$ cat src/okle_pkg.sv
`default_nettype none
package okle_pkg;

	// Request codes
	typedef enum logic [2:0] {
		REQ_HEAD_INS = 3'd0,
		REQ_TAIL_INS = 3'd1,
		REQ_POS_INS  = 3'd2,
		REQ_DEL_KEY  = 3'd3,
		REQ_DEL_POS  = 3'd4,
		REQ_COUNT    = 3'd5,
		REQ_FORWARD  = 3'd6,
		REQ_REVERSE  = 3'd7
	} req_t;

	// Result status codes
	localparam logic [1:0] ST_OK    = 2'd0;
	localparam logic [1:0] ST_MISS  = 2'd1;
	localparam logic [1:0] ST_FULL  = 2'd2;
	localparam logic [1:0] ST_EMPTY = 2'd3;

	typedef enum logic [1:0] {CUR_HOLD, CUR_HEAD, CUR_NXT} cur_sel_t;
	typedef enum logic [1:0] {NRD_CURD, NRD_FREE, NRD_NXT} nrd_sel_t;
	typedef enum logic {KRD_CURD, KRD_STK} krd_sel_t;
	typedef enum logic [1:0] {NWA_CUR, NWA_NODE, NWA_PREV} nwa_sel_t;
	typedef enum logic [1:0] {NWD_NXT, NWD_HEAD, NWD_FREE, NWD_NODE} nwd_sel_t;
	typedef enum logic [1:0] {HEAD_HOLD, HEAD_NODE, HEAD_NXT} head_sel_t;
	typedef enum logic [1:0] {FREE_HOLD, FREE_NXT, FREE_CUR, FREE_NODE} free_sel_t;
	typedef enum logic [1:0] {NODE_HOLD, NODE_FREE, NODE_NXT, NODE_CUR} node_sel_t;
	typedef enum logic [1:0] {PREV_HOLD, PREV_NIL, PREV_CUR} prev_sel_t;
	typedef enum logic [1:0] {CNT_HOLD, CNT_INC, CNT_DEC} cnt_op_t;
	typedef enum logic [1:0] {STEP_HOLD, STEP_LOAD_K, STEP_LOAD_CNT, STEP_DEC} step_op_t;
	typedef enum logic [1:0] {SP_HOLD, SP_CLR, SP_INC, SP_DEC} sp_op_t;
	typedef enum logic [1:0] {K_ZERO, K_CNT, K_POS} k_sel_t;

	typedef struct packed {
		logic      latch;
		k_sel_t    k_sel;
		cur_sel_t  cur_sel;
		nrd_sel_t  nrd_sel;
		krd_sel_t  krd_sel;
		logic      nwr;
		nwa_sel_t  nwa_sel;
		nwd_sel_t  nwd_sel;
		logic      kwr;
		head_sel_t head_sel;
		free_sel_t free_sel;
		node_sel_t node_sel;
		prev_sel_t prev_sel;
		cnt_op_t   cnt_op;
		step_op_t  step_op;
		sp_op_t    sp_op;
		logic      stk_wr;
		logic      stk_rd;
		logic      key_pipe;
		logic      emit;
		logic      emit_key;
		logic      emit_last;
		logic [1:0] emit_status;
	} cmd_t;

	typedef struct packed {
		logic full;
		logic empty;
		logic ins_bad;
		logic del_bad;
		logic k_zero;
		logic steps_zero;
		logic steps_one;
		logic match;
		logic prev_nil;
		logic sp_zero;
		logic stk_vld;
		logic key_vld;
	} sts_t;

endpackage
`default_nettype wire

$ cat src/okle_datapath.sv
`default_nettype none
module okle_datapath #(
	parameter int CAPACITY = 32
) (
	input  wire                 clk,
	input  wire                 arst_n,
	input  okle_pkg::cmd_t      cmd,
	input  wire signed [31:0]   key_value,
	input  wire        [7:0]    position,
	output okle_pkg::sts_t      sts,
	output logic                strobe,
	output logic        [1:0]   status,
	output logic signed [31:0]  read_key,
	output logic        [6:0]   entry_count,
	output logic                last
);
	import okle_pkg::*;

	localparam int IW = $clog2(CAPACITY + 1);
	localparam int AW = $clog2(CAPACITY);
	localparam logic [IW-1:0] NIL = IW'(CAPACITY);

	logic [IW-1:0] head_q, free_q, count_q, cur_q, prev_q, node_q, steps_q, sp_q;
	logic signed [31:0] key_arg_q;
	logic [7:0] pos_q;

	logic [31:0]   key_mem [CAPACITY];
	logic [IW-1:0] nxt_mem [CAPACITY];
	logic [IW-1:0] stk_mem [CAPACITY];
	logic [CAPACITY-1:0] nvld_q;

	logic [IW-1:0] nrd_q, nrd_adr_q, stk_rd_q;
	logic          nrd_vld_q, stk_vld_q, key_vld_q;
	logic [31:0]   key_rd_q;

	logic [IW-1:0] nxt_data, cur_d, nrd_addr, krd_addr, nwr_addr, nwr_data, sp_m1;
	logic [7:0]    pcl, kk;
	logic [8:0]    cnt_p1;

	function automatic logic position_zero(input logic [7:0] p);
		return p == 8'd0;
	endfunction

	// Entries never written still hold their free-list chaining
	assign nxt_data = nrd_vld_q ? nrd_q : nrd_adr_q + 1'b1;
	assign pcl      = (position_zero(pos_q)) ? 8'd1 : pos_q;
	assign cnt_p1   = 9'(count_q) + 9'd1;
	assign sp_m1    = sp_q - 1'b1;

	always_comb begin
		case (cmd.k_sel)
			K_CNT:   kk = 8'(count_q);
			K_POS:   kk = pcl - 8'd1;
			default: kk = 8'd0;
		endcase
		case (cmd.cur_sel)
			CUR_HEAD: cur_d = head_q;
			CUR_NXT:  cur_d = nxt_data;
			default:  cur_d = cur_q;
		endcase
		case (cmd.nrd_sel)
			NRD_FREE: nrd_addr = free_q;
			NRD_NXT:  nrd_addr = nxt_data;
			default:  nrd_addr = cur_d;
		endcase
		krd_addr = (cmd.krd_sel == KRD_STK) ? stk_rd_q : cur_d;
		case (cmd.nwa_sel)
			NWA_NODE: nwr_addr = node_q;
			NWA_PREV: nwr_addr = prev_q;
			default:  nwr_addr = cur_q;
		endcase
		case (cmd.nwd_sel)
			NWD_HEAD: nwr_data = head_q;
			NWD_FREE: nwr_data = free_q;
			NWD_NODE: nwr_data = node_q;
			default:  nwr_data = nxt_data;
		endcase
	end

	always_comb begin
		sts.full       = count_q == NIL;
		sts.empty      = count_q == '0;
		sts.ins_bad    = {1'b0, pcl} > cnt_p1;
		sts.del_bad    = pcl > 8'(count_q);
		sts.k_zero     = kk == 8'd0;
		sts.steps_zero = steps_q == '0;
		sts.steps_one  = steps_q == IW'(1);
		sts.match      = key_rd_q == key_arg_q;
		sts.prev_nil   = prev_q == NIL;
		sts.sp_zero    = sp_q == '0;
		sts.stk_vld    = stk_vld_q;
		sts.key_vld    = key_vld_q;
	end

	// List registers and control flags
	always_ff @(posedge clk or negedge arst_n) begin
		if (!arst_n) begin
			head_q    <= NIL;
			free_q    <= '0;
			count_q   <= '0;
			nvld_q    <= '0;
			stk_vld_q <= 1'b0;
			key_vld_q <= 1'b0;
			strobe    <= 1'b0;
		end else begin
			case (cmd.head_sel)
				HEAD_NODE: head_q <= node_q;
				HEAD_NXT:  head_q <= nxt_data;
				default:   head_q <= head_q;
			endcase
			case (cmd.free_sel)
				FREE_NXT:  free_q <= nxt_data;
				FREE_CUR:  free_q <= cur_q;
				FREE_NODE: free_q <= node_q;
				default:   free_q <= free_q;
			endcase
			case (cmd.cnt_op)
				CNT_INC: count_q <= count_q + 1'b1;
				CNT_DEC: count_q <= count_q - 1'b1;
				default: count_q <= count_q;
			endcase
			if (cmd.nwr)
				nvld_q[nwr_addr[AW-1:0]] <= 1'b1;
			stk_vld_q <= cmd.stk_rd;
			key_vld_q <= cmd.key_pipe & stk_vld_q;
			strobe    <= cmd.emit;
		end
	end

	// Walk registers, memories and result payload
	always_ff @(posedge clk) begin
		if (cmd.latch) begin
			key_arg_q <= key_value;
			pos_q     <= position;
		end
		cur_q <= cur_d;
		case (cmd.prev_sel)
			PREV_NIL: prev_q <= NIL;
			PREV_CUR: prev_q <= cur_q;
			default:  prev_q <= prev_q;
		endcase
		case (cmd.node_sel)
			NODE_FREE: node_q <= free_q;
			NODE_NXT:  node_q <= nxt_data;
			NODE_CUR:  node_q <= cur_q;
			default:   node_q <= node_q;
		endcase
		case (cmd.step_op)
			STEP_LOAD_K:   steps_q <= IW'(kk - 8'd1);
			STEP_LOAD_CNT: steps_q <= count_q;
			STEP_DEC:      steps_q <= steps_q - 1'b1;
			default:       steps_q <= steps_q;
		endcase
		case (cmd.sp_op)
			SP_CLR:  sp_q <= '0;
			SP_INC:  sp_q <= sp_q + 1'b1;
			SP_DEC:  sp_q <= sp_m1;
			default: sp_q <= sp_q;
		endcase

		if (cmd.nwr)
			nxt_mem[nwr_addr[AW-1:0]] <= nwr_data;
		nrd_q     <= nxt_mem[nrd_addr[AW-1:0]];
		nrd_vld_q <= nvld_q[nrd_addr[AW-1:0]];
		nrd_adr_q <= nrd_addr;

		if (cmd.kwr)
			key_mem[node_q[AW-1:0]] <= key_arg_q;
		key_rd_q <= key_mem[krd_addr[AW-1:0]];

		if (cmd.stk_wr)
			stk_mem[sp_q[AW-1:0]] <= cur_q;
		stk_rd_q <= stk_mem[sp_m1[AW-1:0]];

		if (cmd.emit) begin
			status      <= cmd.emit_status;
			read_key    <= cmd.emit_key ? key_rd_q : 32'sd0;
			entry_count <= 7'(count_q);
			last        <= cmd.emit_last;
		end
	end

endmodule
`default_nettype wire

$ cat src/okle_ctrl.sv
`default_nettype none
module okle_ctrl (
	input  wire            clk,
	input  wire            arst_n,
	input  wire            start,
	input  wire [2:0]      req_type,
	input  okle_pkg::sts_t sts,
	output okle_pkg::cmd_t cmd,
	output logic           busy
);
	import okle_pkg::*;

	typedef enum logic [3:0] {
		S_IDLE, S_DISPATCH, S_INS_A, S_WALK, S_INS_L2, S_DEL_B, S_DEL_C,
		S_DEL_HEAD, S_KEY, S_FWD, S_PUSH, S_POP, S_REPORT
	} state_t;

	state_t     state_q, state_d;
	req_t       req_q;
	logic [1:0] stat_q, stat_d;

	assign busy = state_q != S_IDLE;

	always_comb begin
		cmd     = '0;
		state_d = state_q;
		stat_d  = stat_q;
		unique case (req_q)
			REQ_HEAD_INS: cmd.k_sel = K_ZERO;
			REQ_TAIL_INS: cmd.k_sel = K_CNT;
			default:      cmd.k_sel = K_POS;
		endcase
		unique case (state_q)
			S_IDLE: begin
				cmd.latch = start;
				if (start)
					state_d = S_DISPATCH;
			end
			S_DISPATCH: begin
				unique case (req_q) inside
					REQ_HEAD_INS, REQ_TAIL_INS, REQ_POS_INS: begin
						if (sts.full) begin
							stat_d  = ST_FULL;
							state_d = S_REPORT;
						end else if (req_q == REQ_POS_INS && sts.ins_bad) begin
							stat_d  = ST_MISS;
							state_d = S_REPORT;
						end else begin
							cmd.node_sel = NODE_FREE;
							cmd.nrd_sel  = NRD_FREE;
							cmd.cur_sel  = CUR_HEAD;
							cmd.step_op  = STEP_LOAD_K;
							state_d      = S_INS_A;
						end
					end
					REQ_DEL_POS: begin
						if (sts.del_bad) begin
							stat_d  = ST_MISS;
							state_d = S_REPORT;
						end else begin
							cmd.cur_sel = CUR_HEAD;
							cmd.step_op = STEP_LOAD_K;
							state_d     = sts.k_zero ? S_DEL_HEAD : S_WALK;
						end
					end
					REQ_DEL_KEY: begin
						if (sts.empty) begin
							stat_d  = ST_MISS;
							state_d = S_REPORT;
						end else begin
							cmd.cur_sel  = CUR_HEAD;
							cmd.step_op  = STEP_LOAD_CNT;
							cmd.prev_sel = PREV_NIL;
							state_d      = S_KEY;
						end
					end
					REQ_COUNT: begin
						stat_d  = ST_OK;
						state_d = S_REPORT;
					end
					default: begin
						if (sts.empty) begin
							stat_d  = ST_EMPTY;
							state_d = S_REPORT;
						end else begin
							cmd.cur_sel = CUR_HEAD;
							cmd.step_op = STEP_LOAD_CNT;
							cmd.sp_op   = SP_CLR;
							state_d     = (req_q == REQ_FORWARD) ? S_FWD : S_PUSH;
						end
					end
				endcase
			end
			S_INS_A: begin
				cmd.free_sel = FREE_NXT;
				cmd.kwr      = 1'b1;
				if (sts.k_zero) begin
					cmd.nwr      = 1'b1;
					cmd.nwa_sel  = NWA_NODE;
					cmd.nwd_sel  = NWD_HEAD;
					cmd.head_sel = HEAD_NODE;
					cmd.cnt_op   = CNT_INC;
					stat_d       = ST_OK;
					state_d      = S_REPORT;
				end else begin
					state_d = S_WALK;
				end
			end
			S_WALK: begin
				if (!sts.steps_zero) begin
					cmd.cur_sel = CUR_NXT;
					cmd.step_op = STEP_DEC;
				end else if (req_q == REQ_DEL_POS) begin
					cmd.node_sel = NODE_NXT;
					cmd.nrd_sel  = NRD_NXT;
					state_d      = S_DEL_B;
				end else begin
					cmd.nwr     = 1'b1;
					cmd.nwa_sel = NWA_NODE;
					cmd.nwd_sel = NWD_NXT;
					state_d     = S_INS_L2;
				end
			end
			S_INS_L2: begin
				cmd.nwr     = 1'b1;
				cmd.nwa_sel = NWA_CUR;
				cmd.nwd_sel = NWD_NODE;
				cmd.cnt_op  = CNT_INC;
				stat_d      = ST_OK;
				state_d     = S_REPORT;
			end
			S_DEL_B: begin
				cmd.nwr     = 1'b1;
				cmd.nwa_sel = NWA_CUR;
				cmd.nwd_sel = NWD_NXT;
				state_d     = S_DEL_C;
			end
			S_DEL_C: begin
				cmd.nwr      = 1'b1;
				cmd.nwa_sel  = NWA_NODE;
				cmd.nwd_sel  = NWD_FREE;
				cmd.free_sel = FREE_NODE;
				cmd.cnt_op   = CNT_DEC;
				stat_d       = ST_OK;
				state_d      = S_REPORT;
			end
			S_DEL_HEAD: begin
				cmd.head_sel = HEAD_NXT;
				cmd.nwr      = 1'b1;
				cmd.nwa_sel  = NWA_CUR;
				cmd.nwd_sel  = NWD_FREE;
				cmd.free_sel = FREE_CUR;
				cmd.cnt_op   = CNT_DEC;
				stat_d       = ST_OK;
				state_d      = S_REPORT;
			end
			S_KEY: begin
				if (sts.match && sts.prev_nil) begin
					cmd.head_sel = HEAD_NXT;
					cmd.nwr      = 1'b1;
					cmd.nwa_sel  = NWA_CUR;
					cmd.nwd_sel  = NWD_FREE;
					cmd.free_sel = FREE_CUR;
					cmd.cnt_op   = CNT_DEC;
					stat_d       = ST_OK;
					state_d      = S_REPORT;
				end else if (sts.match) begin
					cmd.nwr      = 1'b1;
					cmd.nwa_sel  = NWA_PREV;
					cmd.nwd_sel  = NWD_NXT;
					cmd.node_sel = NODE_CUR;
					state_d      = S_DEL_C;
				end else if (sts.steps_one) begin
					stat_d  = ST_MISS;
					state_d = S_REPORT;
				end else begin
					cmd.prev_sel = PREV_CUR;
					cmd.cur_sel  = CUR_NXT;
					cmd.step_op  = STEP_DEC;
				end
			end
			S_FWD: begin
				cmd.emit        = 1'b1;
				cmd.emit_key    = 1'b1;
				cmd.emit_last   = sts.steps_one;
				cmd.emit_status = ST_OK;
				if (sts.steps_one) begin
					state_d = S_IDLE;
				end else begin
					cmd.cur_sel = CUR_NXT;
					cmd.step_op = STEP_DEC;
				end
			end
			S_PUSH: begin
				cmd.stk_wr = 1'b1;
				cmd.sp_op  = SP_INC;
				if (sts.steps_one) begin
					state_d = S_POP;
				end else begin
					cmd.cur_sel = CUR_NXT;
					cmd.step_op = STEP_DEC;
				end
			end
			S_POP: begin
				cmd.krd_sel     = KRD_STK;
				cmd.key_pipe    = 1'b1;
				cmd.stk_rd      = !sts.sp_zero;
				cmd.sp_op       = sts.sp_zero ? SP_HOLD : SP_DEC;
				cmd.emit        = sts.key_vld;
				cmd.emit_key    = 1'b1;
				cmd.emit_last   = !sts.stk_vld && sts.sp_zero;
				cmd.emit_status = ST_OK;
				if (sts.key_vld && !sts.stk_vld && sts.sp_zero)
					state_d = S_IDLE;
			end
			S_REPORT: begin
				cmd.emit        = 1'b1;
				cmd.emit_last   = 1'b1;
				cmd.emit_status = stat_q;
				state_d         = S_IDLE;
			end
			default: state_d = S_IDLE;
		endcase
	end

	always_ff @(posedge clk or negedge arst_n) begin
		if (!arst_n) begin
			state_q <= S_IDLE;
			req_q   <= REQ_COUNT;
			stat_q  <= ST_OK;
		end else begin
			state_q <= state_d;
			stat_q  <= stat_d;
			if (state_q == S_IDLE && start)
				req_q <= req_t'(req_type);
		end
	end

endmodule
`default_nettype wire

$ cat src/ordered_key_list_engine_unit.sv
`default_nettype none
// Ordered key list engine: a bounded singly linked list of up to CAPACITY signed
// 32-bit keys, chained through a next-index memory with a free list. Raise start
// with a request while busy is low; the word is taken at that edge and busy stays
// high until the request is done. Results come out one word per cycle on strobe
// and cannot be held off: a read-out of a non-empty list gives one word per key,
// back to back, with last on the final one; every other request, and a read-out
// of an empty list, gives a single word with last set. Requests that walk the
// list use a one-step-per-cycle chain walk through the next-index memory, whose
// registered read feeds the next address. Positional inserts and deletes past
// the head walk to the entry before the target, delete by key walks until a
// match or the last entry, and reverse read-out walks once to fill an index
// stack and then drains it. Busy falls as the final word appears, so a new
// request may be taken at the edge that ends that word's cycle.
module ordered_key_list_engine_unit #(
	parameter int CAPACITY = 32
) (
	input  wire                clk,
	input  wire                arst_n,
	input  wire                start,
	output logic               busy,
	input  wire        [2:0]   req_type,
	input  wire signed [31:0]  key_value,
	input  wire        [7:0]   position,
	output logic               strobe,
	output logic       [1:0]   status,
	output logic signed [31:0] read_key,
	output logic       [6:0]   entry_count,
	output logic               last
);
	import okle_pkg::*;

	cmd_t cmd;
	sts_t sts;

	// Sequence each request
	okle_ctrl u_ctrl (
		.clk      (clk),
		.arst_n   (arst_n),
		.start    (start),
		.req_type (req_type),
		.sts      (sts),
		.cmd      (cmd),
		.busy     (busy)
	);

	// Hold list memories, walk pointers and the result register
	okle_datapath #(.CAPACITY(CAPACITY)) u_dp (
		.clk         (clk),
		.arst_n      (arst_n),
		.cmd         (cmd),
		.key_value   (key_value),
		.position    (position),
		.sts         (sts),
		.strobe      (strobe),
		.status      (status),
		.read_key    (read_key),
		.entry_count (entry_count),
		.last        (last)
	);

endmodule
`default_nettype wire

$ cat config.mk
export PLATFORM = sky130hd
export DESIGN_NAME = ordered_key_list_engine_unit
export DESIGN_NICKNAME = d
export VERILOG_FILES = /design/src/okle_pkg.sv /design/src/okle_datapath.sv /design/src/okle_ctrl.sv /design/src/ordered_key_list_engine_unit.sv
export SDC_FILE = /design/constraint.sdc
export NUM_CORES = 2
export LEC_CHECK = 0
export CAP_MARGIN = 40
export CORE_ASPECT_RATIO = 0.9
export CORE_MARGIN = 5
export CORE_UTILIZATION = 40
export CTS_BUF_LIST = sky130_fd_sc_hd__clkbuf_4
export CTS_CLUSTER_DIAMETER = 120
export DETAILED_ROUTE_END_ITERATION = 16
export DONT_BUFFER_PORTS = 1
export GPL_ROUTABILITY_DRIVEN = 0
export MAX_ROUTING_LAYER = met4
export PLACE_DENSITY = 0.65
export SYNTH_ARGS = -nofsm -noshare
export SYNTH_HDL_FRONTEND = slang
export SYNTH_SLANG_ARGS = --single-unit
$ cat constraint.sdc
create_clock -name clk -period 5.5 [get_ports clk]
set_clock_uncertainty 0.1 [all_clocks]
set_input_delay 0.55 -clock clk [delete_from_list [all_inputs] [get_ports clk]]
set_output_delay 0.55 -clock clk [all_outputs]
set_load 0.01 [all_outputs]
==> impl_results.md <==
* Status: completed
* CP delay by family, top: simple AND/OR/NAND/NOR gates
* DR vias/cell at 5.51
* Post-layout nets at 5319
* Worst min path class: input pin to flop
* Proportion of synthesized area in mux cells at 4.43%
* Post-synthesis compound-gate area fraction at 6.69%
* Cells after Synth at 4591
* Leading area contributor after synthesis: edfxtp_1
* Fill cells at 13800
* Combinational Power Share at 44.1%
* Sequential Power Share at 34.0%
* PwrDens at 596 nW/µm²
* Endpoints failing setup at 0
* Vias after detailed routing at 42400
* Max-Cap Viols at 0
* Post-synth EDFFs at 1481
* Power Total at 45.8 mW
* Reg clk slew, reported paths at 0.07 ns
* Crit path cell chain: xor2_1 > nor4_1 > buf_4 > nand4_1 > nor2_2 > buf_4 > o21ai_0 > a32oi_2 > ha_1 > nand2b_2 > o221ai_2 > mux2_8 > buf_12 > buf_4 > nand2_1 > nand3_1 > a21oi_1 > or4_1 > a221oi_2
* Netlist Area Pre-Place at 64900 µm²
* Net Switching at 17.5 mW
* Synth top area cells: edfxtp_1 (68%), nand2_1 (5.7%), mux4_2 (3.7%)
* Post-Synth XOR/XNOR Area at 0.823%
* Die Ht at 392 µm
* Top_reg_cell synth: edfxtp_1
* Final Util at 47.6%
* Die area at 170000 µm²
* Minimum clock period at 5.37 ns
* Initial core utilization at 40.2%
* Drt first pass iters at 6
* DR iter-0 viols at 5024
* Post-route DRC at 0
* Crit-path max cell delay at 0.65 ns
* CTS Buf Count at 412
* Synthesis-to-layout area growth at 18.6%
* PortBufs at 0
* I/O Pins at 90
* CTS tree: yes
* Largest family of logic cells by synthesized area: simple AND/OR/NAND/NOR gates
* Worst Setup End Kind: flop
* LEAKAGE at 27.2 nW
* Core area at 162000 µm²
* Flops & latches, synth at 1599
* Switch share at 38.2%
* First-pass GRT wire length at 266 mm
* Final hold violations at 0
* Synth async-reset ratio at 3.88%
* Period utilization at 97.6%
* GR Overflow Total at 0
* Slew margin rel. at 36.0%
* Post-synthesis adder-cell area fraction at 0.763%
* Simple-gate area share of the yosys netlist at 12.4%
* VDD IR-drop max at 0.000757 V
* Worst Setup Start Kind: flop
* Final Slew Violations at 0
* Synthesized net count at 4676
* Share of cells above drive strength 1 at 23.9%
* Critical path's slowest cell: or4_1
* Fmax at 186 MHz
* Site row count at 140
* Crit path arrival time at 6.55 ns
* Top-area cell type share of the netlist area at 68.5%
* Most frequent cells in the layout: edfxtp_1 (1481), nand2_1 (985), clkbuf_4 (638)
* Slew @ Worst Pin at 0.955 ns
* CP most frequent cell: buf_4
* Largest net degree at the start of global routing at 61
* Number of global-route vias before repair at 41600
* Routed len/inst at 23.3 µm
* Required time worst endpoint at 6.68 ns
* Commonest non-fill, non-tap cell in the layout: edfxtp_1
* Final antenna-violating net count at 0
* P_int at 28.3 mW
* DPL Wire Length at 111 mm
* CTS H-tree depth at 5
* Crit path buf inv count at 4
* Setup CP Type: flop to flop
* CTS Buffer Depth at 4
* Sequential element share of the synthesized area at 72.6%
* Total wire length at 179 mm
* Crit-path max FO at 25
* Initial antenna violation count at 7
* Synth cell types at 89
* Root Buffer: clkbuf_4
* Synth Warn # at 0
* Total GRT Usage at 21.4%
* Clock power frac at 21.9%
* Die width at 435 µm
* Latest clock arrival within the worst-skew pair at 1.37 ns
* CTS sink count at 1599
* Syn Area/Cell at 14.1 µm²
==> final timing paths <==
| check | startpoint | end | slack (ns) | depth (start not counted) |
|---|---|---|---|---|
| worst max-delay path | u_dp.key_arg_q[8] | u_dp.key_rd_q[5] | 0.13 | 19 |
| max in group asynchronous | arst_n | u_dp.count_q[5] | 4.50 | 4 |
| min in group asynchronous | arst_n | u_ctrl.req_q[0] | 0.46 | 3 |
| worst min-delay path | start | u_ctrl.state_q[2] | 0.21 | 3 |
| worst max register to register | u_dp.key_arg_q[8] | u_dp.key_rd_q[5] | 0.13 | 19 |
| worst min register to register | u_dp.nvld_q[21] | u_dp.nvld_q[21] | 0.37 | 1 |
==> synth_stat cells, types with 14 or more instances <==
library cell,count
and2_0,21
and2_1,56
ha_1,38
dfxtp_1,56
xor2_1,39
a311oi_1,64
nand3_1,413
mux2_2,17
a31oi_1,73
a22oi_1,20
edfxtp_1,1481
buf_2,125
o21bai_1,35
o21a_1,19
mux4_2,106
or4_1,32
dfrtp_1,59
clkbuf_1,109
mux2i_1,23
a221oi_2,32
and3_1,34
nand2b_1,14
a21oi_1,169
buf_1,18
inv_1,40
nand2_1,985
o21ai_0,44
xnor2_1,22
a211oi_1,77
buf_4,29
nor2_1,169
==> power groups by stage <==
stage	registers [mW]	clock network (mW)	logic (mW)
5_1_grt	15.6	11.0	21.8
3_3_place_gp	15.8	0	19.7
2_1_floorplan	15.7	0	11.7
3_5_place_dp	15.8	0	19.9
4_1_cts	15.6	10.3	20.0
6_report	15.6	10.0	20.2
==> worst min-delay path, cell delays in order <==
cell and delay, ns:
dlygate4sd3_1 0.64, o21a_1 0.18, and3_1 0.17
==> flip-flops by register name, summed over array words and instances (netlist names), 4 cells and up <==
register and flops:
u_dp.key_rd_q 32, u_dp.count_q 6, u_dp.free_q 6, u_dp.pos_q 8
u_dp.key_arg_q 32, u_dp.cur_q 6, u_ctrl.state_q 4, u_dp.key_mem 1024
u_dp.steps_q 6, u_dp.entry_count 6, u_dp.prev_q 6, u_dp.nvld_q 32
u_dp.read_key 32, u_dp.stk_rd_q 5, u_dp.node_q 6, u_dp.stk_mem 160
u_dp.sp_q 6, u_dp.nrd_adr_q 6, u_dp.head_q 6, u_dp.nxt_mem 192
u_dp.nrd_q 6
==> metrics by stage <==
step	area [µm²]	hold slack [ns]	TNS, ns	worst slack, ns	std cells
floorplan	64900	0.154	0	0.497	4591
global placement	70400	0.167	0	0.0184	6842
detailed placement	70700	0.166	0	0.00224	6854
CTS	76800	0.0845	0	0.00256	7675
global route	77000	0.0842	-0.00380	-0.00380	7691
finish	77000	0.209	0	0.132	7694
==> routing by layer <==
| metal | routed length (µm) | vias to the layer above | track usage [%] |
|---|---|---|---|
| met5 | 0 | - | - |
| met4 | 5270 | 0 | 7.11 |
| met3 | 16400 | 372 | 4.82 |
| met2 | 82900 | 2155 | 32.1 |
| met1 | 74400 | 21000 | 29.1 |
| li1 | - | 18900 | - |
==> kinds of logic after synthesis <==
family	Yosys count
AND/OR/NAND/NOR	1812
XOR/XNOR	61
buffers and inverters	323
multiplexers	150
adder cells (fa/ha/maj)	39
flip-flops	1599
AO/OA/AOI/OAI	606
other	1
==> layout make-up <==
cell class              count  area, µm²  share of cell area, %
well taps                2130       2670                   3.46
repair buffers            511       5060                   6.57
clock buffers             638       4790                   6.22
diodes                     14       35.0                 0.0455
flip-flops and latches   1599      47200                   61.2
inverters                  41        154                  0.200
multi-input cells        2669      16700                   21.7
clock inverters            92        404                  0.525
==> timing repair <==
item	4_1_cts	5_1_grt
hold buffers	91	0
setup buffers	0	2
setup endpoints to repair	0	57
endpoints found under the hold margin	147	0
gates resized for setup	0	16
Note: power is estimated with default switching activity, not from simulation.
